===== src/rtl/slint_pkg.sv =====
// Shared types, field widths and command codes for the sorted list intersection block.
package slint_pkg;

  localparam int LIST_DEPTH_DEF    = 32;
  localparam int MAX_ELEMENT_ITEMS = 32;
  localparam int ELEM_W            = 32;
  localparam int CMD_W             = 2;
  localparam int COUNT_W           = 6;

  localparam logic [CMD_W-1:0] CMD_LOAD_A = 2'd0;
  localparam logic [CMD_W-1:0] CMD_LOAD_B = 2'd1;
  localparam logic [CMD_W-1:0] CMD_RUN    = 2'd2;

  typedef struct packed {
    logic [CMD_W-1:0]  cmd;
    logic [ELEM_W-1:0] value;
  } item_t;

  typedef struct packed {
    logic [ELEM_W-1:0]  element;
    logic               is_end;
    logic [COUNT_W-1:0] common_count;
    logic               any_common;
    logic               overflow;
  } result_t;

endpackage


===== src/rtl/slint_list_mem.sv =====
// One list store: single write port, single registered read port.
module slint_list_mem #(
  parameter int DEPTH = slint_pkg::LIST_DEPTH_DEF,
  parameter int AW    = (DEPTH > 1) ? $clog2(DEPTH) : 1
) (
  input  logic                        clk,
  input  logic                        wr_en,
  input  logic [AW-1:0]               wr_addr,
  input  logic [slint_pkg::ELEM_W-1:0] wr_data,
  input  logic                        rd_en,
  input  logic [AW-1:0]               rd_addr,
  output logic [slint_pkg::ELEM_W-1:0] rd_data
);
  import slint_pkg::*;

  logic [ELEM_W-1:0] mem [DEPTH];

  always_ff @(posedge clk) begin
    if (wr_en) begin
      mem[wr_addr] <= wr_data;
    end
    if (rd_en) begin
      rd_data <= mem[rd_addr];
    end
  end

endmodule


===== src/rtl/slint_seq.sv =====
// Sequencer: list lengths, load handling, two-pointer merge walk and result register.
module slint_seq #(
  parameter int LIST_DEPTH = slint_pkg::LIST_DEPTH_DEF,
  parameter int AW         = (LIST_DEPTH > 1) ? $clog2(LIST_DEPTH) : 1
) (
  input  logic                         clk,
  input  logic                         rst,
  input  logic                         item_valid,
  output logic                         item_ready,
  input  slint_pkg::item_t             item,
  output logic                         result_valid,
  input  logic                         result_ready,
  output slint_pkg::result_t           result,
  output logic                         wr_a_en,
  output logic                         wr_b_en,
  output logic [AW-1:0]                wr_addr,
  output logic                         rd_en,
  output logic [AW-1:0]                rd_addr_a,
  output logic [AW-1:0]                rd_addr_b,
  input  logic [slint_pkg::ELEM_W-1:0] rd_data_a,
  input  logic [slint_pkg::ELEM_W-1:0] rd_data_b
);
  import slint_pkg::*;

  localparam int LW = $clog2(LIST_DEPTH + 1);
  localparam logic [LW-1:0]      DEPTH_L = LW'(LIST_DEPTH);
  localparam logic [COUNT_W-1:0] EMIT_L  = COUNT_W'(MAX_ELEMENT_ITEMS);

  typedef enum logic [3:0] {
    S_IDLE = 4'b0001,
    S_READ = 4'b0010,
    S_CMP  = 4'b0100,
    S_END  = 4'b1000
  } state_t;

  state_t             state;
  logic [LW-1:0]      len_a, len_b, idx_a, idx_b;
  logic [COUNT_W-1:0] count;
  logic               dropped;
  logic               slot, walk_on, take;
  logic               result_load;

  assign slot       = !result_valid || result_ready;
  assign walk_on    = (idx_a < len_a) && (idx_b < len_b);
  assign take       = item_valid && item_ready;
  assign item_ready = (state == S_IDLE);

  // a new transaction enters the output register: an emitted match or the end summary
  assign result_load = ((state == S_CMP) && (rd_data_a == rd_data_b) && slot &&
                        (count < EMIT_L)) ||
                       ((state == S_END) && slot);

  assign wr_a_en   = take && (item.cmd == CMD_LOAD_A) && (len_a < DEPTH_L);
  assign wr_b_en   = take && (item.cmd == CMD_LOAD_B) && (len_b < DEPTH_L);
  assign wr_addr   = (item.cmd == CMD_LOAD_A) ? len_a[AW-1:0] : len_b[AW-1:0];
  assign rd_en     = (state == S_READ) && walk_on;
  assign rd_addr_a = idx_a[AW-1:0];
  assign rd_addr_b = idx_b[AW-1:0];

  always_ff @(posedge clk) begin
    if (rst) begin
      state        <= S_IDLE;
      len_a        <= '0;
      len_b        <= '0;
      dropped      <= 1'b0;
      result_valid <= 1'b0;
    end else begin
      if (result_load) begin
        result_valid <= 1'b1;
      end else if (result_valid && result_ready) begin
        result_valid <= 1'b0;
      end
      case (state)
        S_IDLE: begin
          if (item_valid) begin
            case (item.cmd)
              CMD_LOAD_A: begin
                if (len_a < DEPTH_L) len_a <= len_a + LW'(1);
                else dropped <= 1'b1;
              end
              CMD_LOAD_B: begin
                if (len_b < DEPTH_L) len_b <= len_b + LW'(1);
                else dropped <= 1'b1;
              end
              CMD_RUN: begin
                idx_a <= '0;
                idx_b <= '0;
                count <= '0;
                state <= S_READ;
              end
              default: ;
            endcase
          end
        end
        S_READ: begin
          state <= walk_on ? S_CMP : S_END;
        end
        S_CMP: begin
          if (rd_data_a == rd_data_b) begin
            // past the item cap the match is only counted
            if (count >= EMIT_L || slot) begin
              if (count < EMIT_L) begin
                result.element      <= rd_data_a;
                result.is_end       <= 1'b0;
                result.common_count <= '0;
                result.any_common   <= 1'b0;
                result.overflow     <= 1'b0;
              end
              count <= count + COUNT_W'(1);
              idx_a <= idx_a + LW'(1);
              idx_b <= idx_b + LW'(1);
              state <= S_READ;
            end
          end else if (rd_data_a < rd_data_b) begin
            idx_a <= idx_a + LW'(1);
            state <= S_READ;
          end else begin
            idx_b <= idx_b + LW'(1);
            state <= S_READ;
          end
        end
        S_END: begin
          if (slot) begin
            result.element      <= '0;
            result.is_end       <= 1'b1;
            result.common_count <= count;
            result.any_common   <= (count != '0);
            result.overflow     <= dropped;
            len_a               <= '0;
            len_b               <= '0;
            dropped             <= 1'b0;
            state               <= S_IDLE;
          end
        end
        default: state <= S_IDLE;
      endcase
    end
  end

  a_len_bound: assert property (@(posedge clk) disable iff (rst)
    (len_a <= DEPTH_L) && (len_b <= DEPTH_L))
    else $error("list length beyond depth");

  a_read_in_range: assert property (@(posedge clk) disable iff (rst)
    rd_en |-> (idx_a < len_a) && (idx_b < len_b))
    else $error("merge read past list end");

  a_emit_equal: assert property (@(posedge clk) disable iff (rst)
    (state == S_CMP && slot && rd_data_a == rd_data_b && count < EMIT_L)
      |=> result_valid && !result.is_end && result.element == $past(rd_data_a))
    else $error("element transaction lost or wrong");

  a_end_clears: assert property (@(posedge clk) disable iff (rst)
    (state == S_END && slot)
      |=> len_a == '0 && len_b == '0 && !dropped && result.is_end && state == S_IDLE)
    else $error("lists not emptied after end transaction");

endmodule


===== src/rtl/sorted_list_intersection_top.sv =====
// Top level of the sorted list intersection block: two list stores and the merge sequencer.
//
//  channel | direction | handshake                  | payload
//  --------+-----------+----------------------------+---------------------------------------
//  item    | in        | item_valid / item_ready     | cmd, value (slint_pkg::item_t)
//  result  | out       | result_valid / result_ready | element, is_end, common_count,
//          |           |                            | any_common, overflow (result_t)
//
// A load transaction (cmd 0 or 1) or an unknown command is taken while idle and leaves the block idle.
// A run transaction walks both lists in merge steps, each a memory read (S_READ)
// then a compare (S_CMP), as the single registered read port of each list store
// feeds the one comparator; item_ready is low meanwhile.
// Each result sits in one output register; a stalled result_ready holds the
// walk at its next emitted match (below the item cap) or at the end transaction.
// Synchronous reset empties both lists and clears the overflow flag; the
// stores themselves are not cleared, only entries below the length are read.
module sorted_list_intersection_top #(
  parameter int LIST_DEPTH = slint_pkg::LIST_DEPTH_DEF
) (
  input  logic               clk,
  input  logic               rst,
  input  logic               item_valid,
  output logic               item_ready,
  input  slint_pkg::item_t   item,
  output logic               result_valid,
  input  logic               result_ready,
  output slint_pkg::result_t result
);
  import slint_pkg::*;

  // address width of one list store
  localparam int AW = (LIST_DEPTH > 1) ? $clog2(LIST_DEPTH) : 1;

  logic              wr_a_en, wr_b_en, rd_en;
  logic [AW-1:0]     wr_addr, rd_addr_a, rd_addr_b;
  logic [ELEM_W-1:0] rd_data_a, rd_data_b;

  // list A store: appended on cmd 0, read by the A pointer of the walk
  slint_list_mem #(
    .DEPTH (LIST_DEPTH),
    .AW    (AW)
  ) u_mem_a (
    .clk     (clk),
    .wr_en   (wr_a_en),
    .wr_addr (wr_addr),
    .wr_data (item.value),
    .rd_en   (rd_en),
    .rd_addr (rd_addr_a),
    .rd_data (rd_data_a)
  );

  // list B store: appended on cmd 1, read by the B pointer of the walk
  slint_list_mem #(
    .DEPTH (LIST_DEPTH),
    .AW    (AW)
  ) u_mem_b (
    .clk     (clk),
    .wr_en   (wr_b_en),
    .wr_addr (wr_addr),
    .wr_data (item.value),
    .rd_en   (rd_en),
    .rd_addr (rd_addr_b),
    .rd_data (rd_data_b)
  );

  // sequencer: lengths, overflow flag, merge walk and the result register
  slint_seq #(
    .LIST_DEPTH (LIST_DEPTH),
    .AW         (AW)
  ) u_seq (
    .clk          (clk),
    .rst          (rst),
    .item_valid   (item_valid),
    .item_ready   (item_ready),
    .item         (item),
    .result_valid (result_valid),
    .result_ready (result_ready),
    .result       (result),
    .wr_a_en      (wr_a_en),
    .wr_b_en      (wr_b_en),
    .wr_addr      (wr_addr),
    .rd_en        (rd_en),
    .rd_addr_a    (rd_addr_a),
    .rd_addr_b    (rd_addr_b),
    .rd_data_a    (rd_data_a),
    .rd_data_b    (rd_data_b)
  );

endmodule

===== config.mk =====
export PLATFORM = sky130hd
export DESIGN_NAME = sorted_list_intersection_top
export DESIGN_NICKNAME = d
export VERILOG_FILES = /design/src/rtl/slint_pkg.sv /design/src/rtl/slint_list_mem.sv /design/src/rtl/slint_seq.sv /design/src/rtl/sorted_list_intersection_top.sv
export SDC_FILE = /design/constraint.sdc
export NUM_CORES = 2
export LEC_CHECK = 0
export BUFFER_PORTS_ARGS = -buffer_cell sky130_fd_sc_hd__buf_4
export CAP_MARGIN = 20
export CORE_ASPECT_RATIO = 0.8
export CORE_MARGIN = 5
export CORE_UTILIZATION = 45
export DETAILED_ROUTE_END_ITERATION = 7
export PLACE_DENSITY_LB_ADDON = 0.08
export SLEW_MARGIN = 20
export SYNTH_ARGS = -nofsm -noshare
export SYNTH_HDL_FRONTEND = slang
export SYNTH_SLANG_ARGS = --single-unit

===== constraint.sdc =====
create_clock -name clk -period 6.9 [get_ports clk]
set_input_delay 0.69 -clock clk [delete_from_list [all_inputs] [get_ports clk]]
set_output_delay 0.69 -clock clk [all_outputs]
set_load 0.02 [all_outputs]

### Word level (Yosys, flattened, before mapping)

Memories as Yosys holds them, arrays and structs flattened. A register that Yosys moved wholly into a read port is not among the register bits.
Index checks and enable logic that the tools add are counted.

| operators by class | value |
|---|---|
| multiplexer cells | 47 |
| bitwise operators | 1 |
| reductions and logical operators | 30 |
| order comparisons | 7 |
| eq/ne operators | 23 |
| $add $sub $neg | 5 |

Operators by type and width:

| operator | count |
|---|---|
| 41-bit two-way mux | 4 |
| 6-bit two-way mux | 17 |
| 41-bit case mux with 2 select lines | 1 |
| 6-bit case mux with 2 select lines | 5 |
| 32-bit == test | 1 |
| 32-bit less-than comparator | 1 |
| 6-bit by 1-bit adder with 6-bit output, second input constant | 5 |
| 6-bit AND reduction | 5 |
| 4-bit two-way mux | 6 |
| 6-bit less-than comparator, second input constant | 3 |
| 2-bit inequality test, second input constant | 9 |
| 3-bit inequality test, second input constant | 6 |
| 4-bit case mux with 4 select lines | 1 |
| 1-bit logical AND | 12 |
| 6-bit less-than comparator | 2 |
| 1-bit two-way mux | 10 |
| 5-bit AND reduction | 2 |
| 2-bit nonzero test | 4 |
| 6-bit greater-or-equal comparator, second input constant | 1 |
| 6-bit nonzero test | 1 |
| 5-bit two-way mux | 1 |
| 4-bit by 1-bit == test with 1-bit output, second input constant | 1 |
| 4-bit by 2-bit == test with 1-bit output, second input constant | 1 |
| 4-bit by 3-bit == test with 1-bit output, second input constant | 1 |
| other kinds (10) | 13 |

| storage, ports and cells | value |
|---|---|
| register bits after elaboration | 77 |
| bits in writable memories | 2048 |
| input bits | 38 |
| word-level logic and storage cells | 128 |
| memories | 2 |

Memories:

| name | depth | bits a word | read ports | clocked after memory_dff | write ports | line | text |
|---|---|---|---|---|---|---|---|
| u_mem_a.mem | 32 | 32 | 1 | 1 | 1 | slint_list_mem.sv:16 | `logic [ELEM_W-1:0] mem [DEPTH];` |
| u_mem_b.mem | 32 | 32 | 1 | 1 | 1 | slint_list_mem.sv:16 |  |

### Depth between registers and ports, before layout

| logic depth | value |
|---|---|
| depth in word-level cells | 6 |
| mapped depth | 9 |
| depth with buffers taken out | 8 |

### Cells and area by module

A second synthesis with hierarchy kept.

| second synthesis, totals | value |
|---|---|
| cell total of the unflattened synthesis | 4950 |
| area total of the unflattened synthesis | 86092.6 µm² |

Modules (own cells, without submodules):

| module | times used | cells each | area each (µm²) |
|---|---|---|---|
| slint_list_mem at u_mem_a | 1 | 2260 | 40812.9 |
| slint_list_mem at u_mem_b | 1 | 2260 | 40811.6 |
| slint_seq | 1 | 430 | 4468.0 |

### Worst setup path before layout

No wires, ideal clock.

| timing path | value |
|---|---|
| path kind | reg-to-reg |
| from | register u_mem_a.rd_data[30] in the netlist's numbering, read port of u_mem_a.mem |
| to | register u_seq.result[0] (netlist name) |
| setup time | 0.541 ns |
| arrival time | 5.785 ns |
| buffers on the path | 0 |
| cell stages (with the launch flop) | 7 |
| path slack | 0.574 ns |
| cells stage by stage | edfxtp_1 ha_1 nand4_1 nor4_1 nor3b_1 a31oi_1 nor4_1 |

| between the ends | value |
|---|---|
| longest elaborated chain between the ends | 3 |

Ends and longest elaborated chain:

| what | line | text |
|---|---|---|
| start: declaration | slint_list_mem.sv:12 | `output logic [slint_pkg::ELEM_W-1:0] rd_data` |
| 32-bit == test | slint_seq.sv:99 | `if (rd_data_a == rd_data_b) begin` |
| 2-bit inequality test (no line) | n/a |  |
| 6-bit AND reduction (no line) | n/a |  |

No other way between the ends.
A chain may end at the register's enable or synchronous reset.

### Worst setup path after layout

| timing path | value |
|---|---|
| from | register u_mem_a.rd_data[27] in the netlist's numbering, read port of u_mem_a.mem |
| to | register u_seq.result[17] (netlist name) |

| between the ends | value |
|---|---|
| longest elaborated chain between the ends | 3 |

Ends and longest elaborated chain:

| what | line |
|---|---|
| 32-bit == test | slint_seq.sv:99 |
| 2-bit inequality test (no line) | n/a |
| 6-bit AND reduction (no line) | n/a |

No other way between the ends.

==> results.cfg <==
[critical_path]
worst-setup-path-type = flop to flop
startpoint_type = flop
critical_path.max_fanout = 22
crit_family = simple AND/OR/NAND/NOR gates
crit_required_ps = 7360
ff2ff_path_depth = 7
slowest_stage = nor3b_1
cpPeakStageDelay_ps = 790
path_depth = 7
r2r_slack_ps = 3040
cp_num_buf_inv = 1
crit_path_cell_trace = ha_1 > nand4_1 > nor4_1 > nor3b_1 > a31oi_1 > nor4_2 > buf_4
r2r-end = u_seq.result[17]
timing.rr.start = u_mem_a.rd_data[27]
critPathCaptureType = flop
cp.arrival_ps = 4320

[grt]
overflow = 0
grt_max_degree = 120
antenna_found_initial = 17
grt_pass1_wl_um = 316000
grtUsageTotal_pct = 22.9
grt_pass1_vias = 39400

[sta]
setup_ws_ps = 3040
rsz0062_at_grt = no
fin_crit_sh_pct = 55.9
hold_viol_final = 0
setup_viol = 0
skew_ps = 32.4
slew_violations = 0
slew-limit-headroom_pct = 24.4
finalSetupTns_ps = 0
fmax_ghz = 0.259
worstMarginPinSlew_ps = 1130
period_minus_slack_ps = 3860
holdWs_ps = 121

[routing]
wire_per_inst_um = 33.2
drtIter0Drc = 4616
ant_nets = 0
first_pass_iters = 5
drt-total-wl_um = 224000
drc_errors = 0
viasPerCell = 5.93
route.vias.total = 40100

[hold_path]
min_delay_worst_endpoint = u_seq.dropped
worstHoldStart = rst
hold_class = input pin to flop
whs_path_depth = 2

[clock_network]
cts_setup_buffers = 0
hold_buffers = 0
cts_resized = 0
cts.root.buffer_cell = clkbuf_16
cts.sinks = 2189
cts_tree = yes
cts.path.max_buffers = 3
clkSlewWorstSetupHoldPaths_ps = 60
h-tree-depth = 4
clkLatencyLatePin_ps = 840
numCtsBuffers = 213

[synth]
yosys-top-cells-count = edfxtp_1, mux4_2, mux2i_1
synth_cells = 3848
netlist.area_leader.share_pct = 77.4
synth-seq-cells = 2189
yosysMostFrequentCell = edfxtp_1
synth_nets = 3934
synthTopCellsByArea = edfxtp_1, mux4_2, mux2i_1, o221ai_1, ha_1
syn_area_per_cell_um2 = 21.9
ys.flop_type = edfxtp_1
ys_seq_area_share_pct = 77.8
synth.distinct_cells = 50
yosys.area.top_type = edfxtp_1
syn_area_mm2 = 0.0842
synth_edf_count = 2171
ys.warnings.count = 0
synthArstFlopShare_pct = 0

[die]
io-pin-count = 81
rows = 142
die_y_um = 397
die_area_mm2 = 0.196
die_w_um = 494
core_area_mm2 = 0.187
initial_utilization_pct = 45.1

[final_layout]
nets = 4139
areaGrowthSynthToFinish_pct = 13.3
drive_above_1_share_pct = 25.1
design_area_mm2 = 0.0955

[power]
p_per_area_mw_per_mm2 = 278
total_power_mw = 26.5
vdd_ir_drop_max_uv = 251
p_leak_nw = 30.1

[outcome]
status = complete, no violations

[placed_design]
dp_hpwl_um = 127000
portBuffers = 80
placed_cell_area_mm2 = 0.0887
place_worst_setup_slack_ps = 3090
finalWeightedCongestion = 0.800

[flow_run]
maxCapViolations = 0
[cell families (layout without fill, tap and decap cells)]
group | count (synthesis) | count (layout) | share of synthesized area, %
AO/OA/AOI/OAI | 345 | 345 | 2.87
XOR/XNOR | 20 | 20 | 0.208
adder cells (fa/ha/maj) | 48 | 48 | 0.713
buffers and inverters | 258 | 644 | 1.28
flip-flops | 2189 | 2189 | 77.8
multiplexers | 704 | 704 | 15.5
other | 0 | 8 | 0
AND/OR/NAND/NOR | 284 | 284 | 1.56
[placed cells by master (no fill, tap or decap), types with 18 or more instances in the layout]
cell / instances
a211oi_1: 34
a21o_1: 35
a21oi_1: 58
and2_1: 38
buf_12: 19
buf_4: 174
clkbuf_1: 63
clkbuf_16: 216
clkinv_1: 52
clkinv_2: 32
dfxtp_1: 18
edfxtp_1: 2171
ha_1: 48
inv_1: 52
mux2_2: 32
mux2i_1: 192
mux4_2: 480
nand2_1: 71
nor2_1: 49
nor2_4: 64
o21ai_0: 40
o221ai_1: 96
o22ai_1: 64
[power breakdown]
group | switching, mW | internal, mW | total [mW]
Combinational | 0.428 | 0.139 | 0.567
Clock | 4.97 | 6.33 | 11.3
Sequential | 0.00842 | 14.6 | 14.6
Total | 5.41 | 21.1 | 26.5
[flip-flops by register name, indices dropped and copies added, names as in the netlist]
name and flops:
u_seq.result 41, u_seq.result_valid 1, u_seq.len_b 6, u_seq.idx_b 6, u_mem_b.mem 1024, u_seq.count 6, u_seq.len_a 6, u_seq.idx_a 6
u_seq.state 4, u_mem_b.rd_data 32, u_mem_a.rd_data 32, u_mem_a.mem 1024, u_seq.dropped 1
[how the worst max path moves through the flow]
stage,start,endpoint,slack (ps)
finish,u_mem_a.rd_data[27],u_seq.result[17],3040
global route,u_mem_a.rd_data[27],u_seq.result[19],2870
CTS,u_seq.state[3],u_mem_b.mem[2][7],3060
detailed placement,u_seq.state[3],u_mem_b.mem[2][7],3090
global placement,item[33],u_mem_b.mem[20][15],3140
floorplan,u_mem_a.rd_data[30],u_seq.result[0],570
[per-stage QoR]
stage / std cells / util, %
floorplan: 3848 / -
global placement: 6343 / 47.4
detailed placement: 6354 / 47.5
CTS: 6750 / 51.1
global route: 6755 / 51.1
finish: 6762 / 51.1
[final cells by class]
type,instances,area (um^2)
inverter,54,205
clock buffer,279,5640
fill,14700,91300
sequential,2189,65600
multi-input combinational,1401,18100
antenna,8,20.0
tap,2520,3150
timing repair buffer,194,1710
clock inverter,117,1070
[worst reg2reg max path, cell delays in order, from the launching register on]
cell and delay (ps):
edfxtp_1 560, ha_1 410, nand4_1 120, nor4_1 390
nor3b_1 790, a31oi_1 350, nor4_2 380, buf_4 470
[routing by layer]
metal	vias up	track usage (%)	wire length [um]	share of wire [%]
met3	253	3.86	15000	6.7
met5	-	0	0	0
met2	1347	34.0	101000	45
met1	21900	36.2	104000	46
met4	0	4.23	4370	1.9
li1	16600	-	-	-
Power figures use the tool's default switching activity.
